## src/hw/rtl/svg_pkg.sv

```systemverilog
// Shared constants, types and arithmetic helpers for the star vertex generator.
package svg_pkg;

  localparam int MAX_POINTS   = 32;
  localparam int CORDIC_STEPS = 16;

  localparam int CENTER_W = 12;
  localparam int RADIUS_W = 10;
  localparam int COUNT_W  = 6;
  localparam int COORD_W  = 14;
  localparam int PHASE_W  = 16;
  localparam int DIVSR_W  = 7;
  localparam int DIV_BITS = 17;
  localparam int CORD_W   = 20;
  localparam int ITER_W   = 5;
  localparam int PROD_W   = RADIUS_W + 1 + CORD_W;

  localparam logic signed [CORD_W-1:0] CORDIC_GAIN_INIT = 20'sd39797;

  typedef logic signed [CORD_W-1:0] cord_t;
  typedef logic signed [PROD_W-1:0] prod_t;

  function automatic cord_t atan_turn(input logic [ITER_W-1:0] idx);
    cord_t v;
    case (idx)
      5'd0:    v = 20'sd131072;
      5'd1:    v = 20'sd77376;
      5'd2:    v = 20'sd40884;
      5'd3:    v = 20'sd20753;
      5'd4:    v = 20'sd10417;
      5'd5:    v = 20'sd5213;
      5'd6:    v = 20'sd2607;
      5'd7:    v = 20'sd1304;
      5'd8:    v = 20'sd652;
      5'd9:    v = 20'sd326;
      5'd10:   v = 20'sd163;
      5'd11:   v = 20'sd81;
      5'd12:   v = 20'sd41;
      5'd13:   v = 20'sd20;
      5'd14:   v = 20'sd10;
      5'd15:   v = 20'sd5;
      5'd16:   v = 20'sd3;
      5'd17:   v = 20'sd1;
      5'd18:   v = 20'sd1;
      default: v = 20'sd0;
    endcase
    return v;
  endfunction

  // center + prod / 2^16, truncated toward zero, kept to the coordinate width
  function automatic logic [COORD_W-1:0] place_coord(input logic [CENTER_W-1:0] center,
                                                      input prod_t prod);
    logic signed [31:0] t;
    logic signed [31:0] b;
    t = $signed({4'b0000, center, 16'h0000}) + $signed({{(32-PROD_W){prod[PROD_W-1]}}, prod});
    b = t + (t[31] ? 32'sh0000ffff : 32'sh00000000);
    return b[16+COORD_W-1:16];
  endfunction

endpackage

```

## src/hw/rtl/svg_div.sv

```systemverilog
// Restoring divider that forms 2^16 / divisor, one quotient bit per cycle.
module svg_div (
  input  logic                        clk_i,
  input  logic                        rst_ni,
  input  logic                        start_i,
  input  logic [svg_pkg::DIVSR_W-1:0] divisor_i,
  output logic                        done_o,
  output logic [svg_pkg::PHASE_W-1:0] quot_o,
  output logic [svg_pkg::DIVSR_W-1:0] rem_o
);
  import svg_pkg::*;

  logic                busy_q, done_q;
  logic [ITER_W-1:0]   cnt_q;
  logic [DIV_BITS-1:0] num_q, quot_q;
  logic [DIVSR_W-1:0]  rem_q, dvs_q;
  logic [DIVSR_W:0]    trial;
  logic                fits;

  assign trial = {rem_q, num_q[DIV_BITS-1]};
  assign fits  = trial >= {1'b0, dvs_q};

  always_ff @(posedge clk_i or negedge rst_ni) begin
    if (!rst_ni) begin
      busy_q <= 1'b0;
      done_q <= 1'b0;
      cnt_q  <= '0;
    end else begin
      done_q <= 1'b0;
      if (start_i) begin
        busy_q <= 1'b1;
        cnt_q  <= '0;
      end else if (busy_q) begin
        cnt_q <= cnt_q + 1'b1;
        if (cnt_q == ITER_W'(DIV_BITS - 1)) begin
          busy_q <= 1'b0;
          done_q <= 1'b1;
        end
      end
    end
  end

  always_ff @(posedge clk_i) begin
    if (start_i) begin
      num_q  <= DIV_BITS'(1) << PHASE_W;
      quot_q <= '0;
      rem_q  <= '0;
      dvs_q  <= divisor_i;
    end else if (busy_q) begin
      num_q  <= {num_q[DIV_BITS-2:0], 1'b0};
      quot_q <= {quot_q[DIV_BITS-2:0], fits};
      rem_q  <= fits ? DIVSR_W'(trial - {1'b0, dvs_q}) : trial[DIVSR_W-1:0];
    end
  end

  assign done_o = done_q;
  assign quot_o = quot_q[PHASE_W-1:0];
  assign rem_o  = rem_q;

endmodule

```

## src/hw/rtl/svg_cordic.sv

```systemverilog
// Iterative CORDIC rotation with one shared add and shift stage and quadrant fold.
module svg_cordic (
  input  logic                        clk_i,
  input  logic                        rst_ni,
  input  logic                        start_i,
  input  logic [svg_pkg::PHASE_W-1:0] phase_i,
  output logic                        done_o,
  output svg_pkg::cord_t              sin_o,
  output svg_pkg::cord_t              cos_o
);
  import svg_pkg::*;

  logic              busy_q, done_q;
  logic [ITER_W-1:0] iter_q;
  logic [1:0]        quad_q;
  cord_t             x_q, y_q, z_q;
  cord_t             dx, dy, ang;

  assign dx  = y_q >>> iter_q;
  assign dy  = x_q >>> iter_q;
  assign ang = atan_turn(iter_q);

  always_ff @(posedge clk_i or negedge rst_ni) begin
    if (!rst_ni) begin
      busy_q <= 1'b0;
      done_q <= 1'b0;
      iter_q <= '0;
    end else begin
      done_q <= 1'b0;
      if (start_i) begin
        busy_q <= 1'b1;
        iter_q <= '0;
      end else if (busy_q) begin
        iter_q <= iter_q + 1'b1;
        if (iter_q == ITER_W'(CORDIC_STEPS - 1)) begin
          busy_q <= 1'b0;
          done_q <= 1'b1;
        end
      end
    end
  end

  always_ff @(posedge clk_i) begin
    if (start_i) begin
      x_q    <= CORDIC_GAIN_INIT;
      y_q    <= '0;
      z_q    <= $signed({2'b00, phase_i[PHASE_W-3:0], 4'b0000});
      quad_q <= phase_i[PHASE_W-1:PHASE_W-2];
    end else if (busy_q) begin
      if (!z_q[CORD_W-1]) begin
        x_q <= x_q - dx;
        y_q <= y_q + dy;
        z_q <= z_q - ang;
      end else begin
        x_q <= x_q + dx;
        y_q <= y_q - dy;
        z_q <= z_q + ang;
      end
    end
  end

  always_comb begin
    case (quad_q)
      2'd0: begin
        sin_o = y_q;
        cos_o = x_q;
      end
      2'd1: begin
        sin_o = x_q;
        cos_o = -y_q;
      end
      2'd2: begin
        sin_o = -y_q;
        cos_o = -x_q;
      end
      default: begin
        sin_o = -x_q;
        cos_o = y_q;
      end
    endcase
  end

  assign done_o = done_q;

endmodule

```

## src/hw/rtl/star_vertex_generator.sv

```systemverilog
// Star vertex generator: sequencer, phase stepping, shared multiplier and output register.
// Sequence: a divide of 2^16 by twice the point count, then for each vertex a phase step,
// the CORDIC rotation on the shared rotation stage, and multiply and place.
// Requests: one star of S points (clamped to 3..32) at a time; the next request is taken
// once the last vertex sits in the output register.
// Reset: asynchronous active low, returns the sequencer to idle with no vertex pending.
module star_vertex_generator (
  input  logic                         clk_i,
  input  logic                         rst_ni,
  input  logic                         req_valid_i,
  output logic                         req_stall_o,
  input  logic [svg_pkg::CENTER_W-1:0] center_x_i,
  input  logic [svg_pkg::CENTER_W-1:0] center_y_i,
  input  logic [svg_pkg::RADIUS_W-1:0] outer_radius_i,
  input  logic [svg_pkg::RADIUS_W-1:0] inner_radius_i,
  input  logic [svg_pkg::COUNT_W-1:0]  point_count_i,
  output logic                         vertex_valid_o,
  input  logic                         vertex_stall_i,
  output logic [svg_pkg::COORD_W-1:0]  vertex_x_o,
  output logic [svg_pkg::COORD_W-1:0]  vertex_y_o,
  output logic                         is_inner_o,
  output logic                         last_o
);
  import svg_pkg::*;

  localparam logic [2:0] ST_IDLE = 3'd0;
  localparam logic [2:0] ST_DIV  = 3'd1;
  localparam logic [2:0] ST_ADV  = 3'd2;
  localparam logic [2:0] ST_ROT  = 3'd3;
  localparam logic [2:0] ST_MULS = 3'd4;
  localparam logic [2:0] ST_MULC = 3'd5;
  localparam logic [2:0] ST_EMIT = 3'd6;

  logic [2:0]          state_q, state_d;
  logic                accept, out_free, emit, is_last;
  logic [CENTER_W-1:0] cx_q, cy_q;
  logic [RADIUS_W-1:0] ro_q, ri_q, r_sel;
  logic [COUNT_W-1:0]  s_clamp;
  logic [DIVSR_W-1:0]  d_q, d_in;
  logic [DIVSR_W-1:0]  vidx_q;
  logic [PHASE_W-1:0]  step_q, phase_q, phase_d;
  logic [DIVSR_W-1:0]  sr_q, rem_q, rem_d;
  logic [DIVSR_W:0]    rem_sum;
  logic                div_done, cor_done;
  logic [PHASE_W-1:0]  div_quot;
  logic [DIVSR_W-1:0]  div_rem;
  cord_t               sin_v, cos_v;
  prod_t               prod_q;
  logic [COORD_W-1:0]  vx_q;
  logic                out_valid_q;

  assign accept   = req_valid_i && (state_q == ST_IDLE);
  assign out_free = !out_valid_q || !vertex_stall_i;
  assign emit     = (state_q == ST_EMIT) && out_free;
  assign is_last  = vidx_q == DIVSR_W'(d_q - 1'b1);
  assign r_sel    = vidx_q[0] ? ri_q : ro_q;

  always_comb begin
    s_clamp = point_count_i;
    if (point_count_i < COUNT_W'(3)) s_clamp = COUNT_W'(3);
    if (point_count_i > COUNT_W'(MAX_POINTS)) s_clamp = COUNT_W'(MAX_POINTS);
    d_in = {s_clamp, 1'b0};
  end

  // advance the phase by 2^16 / d, carrying the remainder
  always_comb begin
    rem_sum = {1'b0, rem_q} + {1'b0, sr_q};
    if (rem_sum >= {1'b0, d_q}) begin
      rem_d   = DIVSR_W'(rem_sum - {1'b0, d_q});
      phase_d = phase_q + step_q + 1'b1;
    end else begin
      rem_d   = rem_sum[DIVSR_W-1:0];
      phase_d = phase_q + step_q;
    end
  end

  svg_div u_div (
    .clk_i     (clk_i),
    .rst_ni    (rst_ni),
    .start_i   (accept),
    .divisor_i (d_in),
    .done_o    (div_done),
    .quot_o    (div_quot),
    .rem_o     (div_rem)
  );

  svg_cordic u_cordic (
    .clk_i   (clk_i),
    .rst_ni  (rst_ni),
    .start_i (state_q == ST_ADV),
    .phase_i (phase_d),
    .done_o  (cor_done),
    .sin_o   (sin_v),
    .cos_o   (cos_v)
  );

  always_comb begin
    state_d = state_q;
    case (state_q)
      ST_IDLE: if (accept) state_d = ST_DIV;
      ST_DIV:  if (div_done) state_d = ST_ADV;
      ST_ADV:  state_d = ST_ROT;
      ST_ROT:  if (cor_done) state_d = ST_MULS;
      ST_MULS: state_d = ST_MULC;
      ST_MULC: state_d = ST_EMIT;
      ST_EMIT: if (out_free) state_d = is_last ? ST_IDLE : ST_ADV;
      default: state_d = ST_IDLE;
    endcase
  end

  always_ff @(posedge clk_i or negedge rst_ni) begin
    if (!rst_ni) begin
      state_q     <= ST_IDLE;
      out_valid_q <= 1'b0;
      vidx_q      <= '0;
    end else begin
      state_q <= state_d;
      if (out_free) out_valid_q <= emit;
      if (state_q == ST_DIV) vidx_q <= '0;
      else if (emit) vidx_q <= vidx_q + 1'b1;
    end
  end

  always_ff @(posedge clk_i) begin
    if (accept) begin
      cx_q <= center_x_i;
      cy_q <= center_y_i;
      ro_q <= outer_radius_i;
      ri_q <= inner_radius_i;
      d_q  <= d_in;
    end
    if (state_q == ST_DIV && div_done) begin
      step_q  <= div_quot;
      sr_q    <= div_rem;
      phase_q <= div_quot;
      rem_q   <= div_rem;
    end else if (state_q == ST_ADV) begin
      phase_q <= phase_d;
      rem_q   <= rem_d;
    end
    if (state_q == ST_MULS) prod_q <= $signed({1'b0, r_sel}) * sin_v;
    if (state_q == ST_MULC) begin
      vx_q   <= place_coord(cx_q, prod_q);
      prod_q <= $signed({1'b0, r_sel}) * cos_v;
    end
    if (emit) begin
      vertex_x_o <= vx_q;
      vertex_y_o <= place_coord(cy_q, prod_q);
      is_inner_o <= vidx_q[0];
      last_o     <= is_last;
    end
  end

  assign req_stall_o    = state_q != ST_IDLE;
  assign vertex_valid_o = out_valid_q;

endmodule

```

## config.mk

```make
export PLATFORM = sky130hd
export DESIGN_NAME = star_vertex_generator
export DESIGN_NICKNAME = d
export VERILOG_FILES = /design/src/hw/rtl/svg_pkg.sv /design/src/hw/rtl/svg_div.sv /design/src/hw/rtl/svg_cordic.sv /design/src/hw/rtl/star_vertex_generator.sv
export SDC_FILE = /design/constraint.sdc
export NUM_CORES = 2
export LEC_CHECK = 0
export BUFFER_PORTS_ARGS = -buffer_cell sky130_fd_sc_hd__buf_2
export CAP_MARGIN = 10
export CORE_MARGIN = 2
export CORE_UTILIZATION = 50
export CTS_BUF_LIST = sky130_fd_sc_hd__clkbuf_2
export CTS_CLUSTER_DIAMETER = 60
export DETAILED_ROUTE_END_ITERATION = 8
export HOLD_SLACK_MARGIN = 0.03
export PLACE_DENSITY = 0.74
export SYNTH_ARGS = -nofsm -noshare
export SYNTH_HDL_FRONTEND = slang
export SYNTH_HIERARCHICAL = 1
export SYNTH_SLANG_ARGS = --single-unit
```

## constraint.sdc

```tcl
create_clock -name clk_i -period 11.2 [get_ports clk_i]
set_input_delay 0.56 -clock clk_i [delete_from_list [all_inputs] [get_ports clk_i]]
set_output_delay 0.56 -clock clk_i [all_outputs]
set_load 0.1 [all_outputs]
```

==> flow_summary_export.csv <==
group,metric,value,unit
logic_synthesis,syn_area_per_cell,9.01,µm²
logic_synthesis,yosys_warnings,6,
setup_path,r2r_setup_slack,1.67,ns
cts,clock_latency,1.21,ns
layout,syn2layout_area_growth,6.46,%
setup_path,cp.required,12.09,ns
logic_synthesis,synth-async-reset-ratio,8.65,%
setup_path,crit_arrival,10.42,ns
logic_synthesis,syn_area,38200,µm²
sta,relSlewSlack,17.0,%
sta,rsz0062_at_grt,"false",
route,viasPerCell,5.73,
sta,skew,0.164,ns
route,first_iter_violations,2058,
global_routing,grt_max_degree,73,
cts,clk_pin_slew,0.12,ns
cts,htreeDepth,3,
run_status,status,"finished clean",
logic_synthesis,yosys_register_bits,289,
die,die_w,280,µm
cts,root_buffer,"clkbuf_2",
global_routing,grt_pass1_vias,30900,
logic_synthesis,synthAdderAreaFrac,29.0,%
layout,nFillCells,6793,
logic_synthesis,synth-simple-area-share,17.0,%
worst_hold_path,hp-class,"input port to register",
setup_path,worst-path-max-fanout,10,
sta,finalMaxSlewViolations,0,
route,antenna_left,0,
cts,cts_tree,"yes",
global_routing,grt_usage,24.9,%
route,wirelength,96.8,mm
setup_path,cp-start-kind,"register",
cts,numCtsBuffers,79,
layout,seqCellArea,7860,µm²
route,met2_wirelength,45.5,mm
logic_synthesis,synth-seq-area-share,20.6,%
cts,ctsLongestPathBuffers,3,
die,initial_core_util,50.3,%
global_routing,antenna_found_initial,3,
setup_path,slowest_delay,0.75,ns
logic_synthesis,synth_compound_gate_area_share,12.3,%
sta,hold_ws,0.143,ns
setup_path,crit_family,"adder cells",
die,core,75800,µm²
die,fp-row-count,101,
logic_synthesis,syn_nets,4960,
route,first_pass_iters,8,
sta,layout_worst_path_cycle_share,85.1,%
logic_synthesis,ys_types,116,
layout,layout-drive-gt1-share,8.83,%
die,io_pins,86,
setup_path,critPathCaptureType,"register",
setup_path,cp.buffers_inverters,4,
die,dieArea,78600,µm²
sta,worst_pin_slew,1.24,ns
sta,fin_crit,9.53,ns
placement,dp_hpwl,72.3,mm
run,drv_cap,0,
logic_synthesis,synth_top_family_by_area,"adder cells",
sta,timing.fmax,0.105,GHz
sta,hold_viol_final,0,
placement,place.gp.congestion,0.927,
route,dr.max_layer_used,"met4",
logic_synthesis,synth-edff-count,194,
logic_synthesis,muxShareOfSynthArea,5.99,%
sta,final-setup-viol-count,0,
die,die_h,280,µm
global_routing,grt_overflow,0,
route,met3_length,7.75,mm
layout,nets,5020,
setup_path,critical_path.slowest_cell,"a21oi_1",
placement,placement.io_buffers,85,
route,wl_met1,39.9,mm
logic_synthesis,syn_inst,4239,
logic_synthesis,synth-xor-area-share,6.86,%
logic_synthesis,synth_ff_type,"edfxtp_1",
route,drc,0,
cts,clock-sinks,289,
setup_path,critPathKind,"register to register",
route,routed-via-count,30600,
layout,multiInputGateArea,27200,µm²
cts,cts_setup_buffers,0,
route,detail_route.wl_per_cell,18.1,µm
sta,setup_tns,0,ns
global_routing,grt_pass1_wl,158,mm
==> timing repair <==
| item | CTS | global route |
|---|---|---|
| hold buffers | 76 | 0 |
| hold endpoints to repair | 103 | 0 |
| resized for setup | 0 | 0 |
==> routing by layer <==
metal | global-route usage [%] | vias to the layer above
met3 | 4.89 | 271
met2 | 41.9 | 1172
met4 | 9.60 | 0
met5 | 0 | -
met1 | 31.6 | 14700
li1 | - | 14400
==> final timing paths <==
path / depth (start not counted) / startpoint / endpoint
setup reg to reg: 30 / u_cordic/y_q[1] / prod_q[29]
hold / removal: 2 / center_y_i[4] / cy_q[4]
min in group asynchronous: 4 / rst_ni / vidx_q[5]
setup / recovery: 30 / u_cordic/y_q[1] / prod_q[29]
hold reg to reg: 0 / vx_q[9] / vertex_x_o[9]
max in group asynchronous: 4 / rst_ni / u_cordic/iter_q[3]
==> cells by family (layout without fill, tap and decap cells) <==
logic type | count (synthesis) | after routing
AO/OA/AOI/OAI | 727 | 727
XOR/XNOR | 298 | 298
adder cells (fa/ha/maj) | 667 | 667
buffers and inverters | 772 | 892
flip-flops | 289 | 289
multiplexers | 168 | 168
other | 1 | 4
AND/OR/NAND/NOR | 1317 | 1317
==> placed cells by master (no fill, tap or decap), types with 59 or more instances in the layout <==
cell           netlist  routed
nand2_1            449     449
o21ai_0            162     148
fa_1               363     363
mux2i_1             90      88
edfxtp_1           194     194
dlygate4sd3_1        0      75
a21oi_1            214     213
and2_1             129     129
inv_1              546     546
nor2b_1            119     118
a21o_1              59      59
clkbuf_2             1     109
xnor2_1            172     172
ha_1               304     304
buf_2                9      85
dfxtp_1             70      69
xor2_1             125     125
nor3_1              60      60
nor2_1             278     277
==> metrics by stage <==
step | util [%] | cell area, µm² | cells | setup WS [ns]
after CTS | 53.6 | 40600 | 5337 | 1.83
final | 53.6 | 40600 | 5340 | 1.67
after detailed placement | 51.6 | 39100 | 5120 | 1.77
after floorplan | - | 38200 | 4239 | 2.82
after global placement | 51.6 | 39100 | 5120 | 1.98
after global routing | 53.6 | 40600 | 5339 | 1.26
==> cell type report <==
cell class | instances | share of cell area (%)
Tap cell | 978 | 3.01
Inverter | 551 | 5.10
Sequential cell | 289 | 19.3
Clock inverter | 32 | 0.542
Antenna cell | 3 | 0.0185
Clock buffer | 109 | 1.34
Timing Repair Buffer | 200 | 3.66
Multi-Input combinational cell | 3178 | 67.0
==> Yosys cell counts, types with 29 or more instances <==
cell      instances  area, µm²
mux2_2           34        383
buf_1            52        195
ha_1            304       3800
clkbuf_1        132        495
a211oi_1         41        308
mux2i_1          90        901
nand2b_1         47        294
or3_1            35        219
nor2b_1         119        744
fa_1            363       7270
xnor2_1         172       1510
a21oi_1         214       1070
mux4_2           29        653
nand3_1          53        265
inv_1           546       2050
edfxtp_1        194       5830
nor3_1           60        300
a31oi_1          32        200
xor2_1          125       1090
a21o_1           59        443
and2_1          129        807
o21ai_0         162        811
nand2_1         449       1690
nor2_1          278       1040
dfxtp_1          70       1400
nand4_1          29        181
==> registers in the layout, indices dropped and copies added, names as in the netlist, 16 cells and up <==
| name | flops |
|---|---|
| u_cordic/y_q | 20 |
| u_cordic/x_q | 20 |
| u_cordic/z_q | 20 |
| prod_q | 31 |
| step_q | 16 |
| u_div/quot_q | 16 |
| phase_q | 16 |
Power is left out: the tool's default activity adds up to more than one toggle a clock period on the data nets, which glitch-free logic cannot reach.
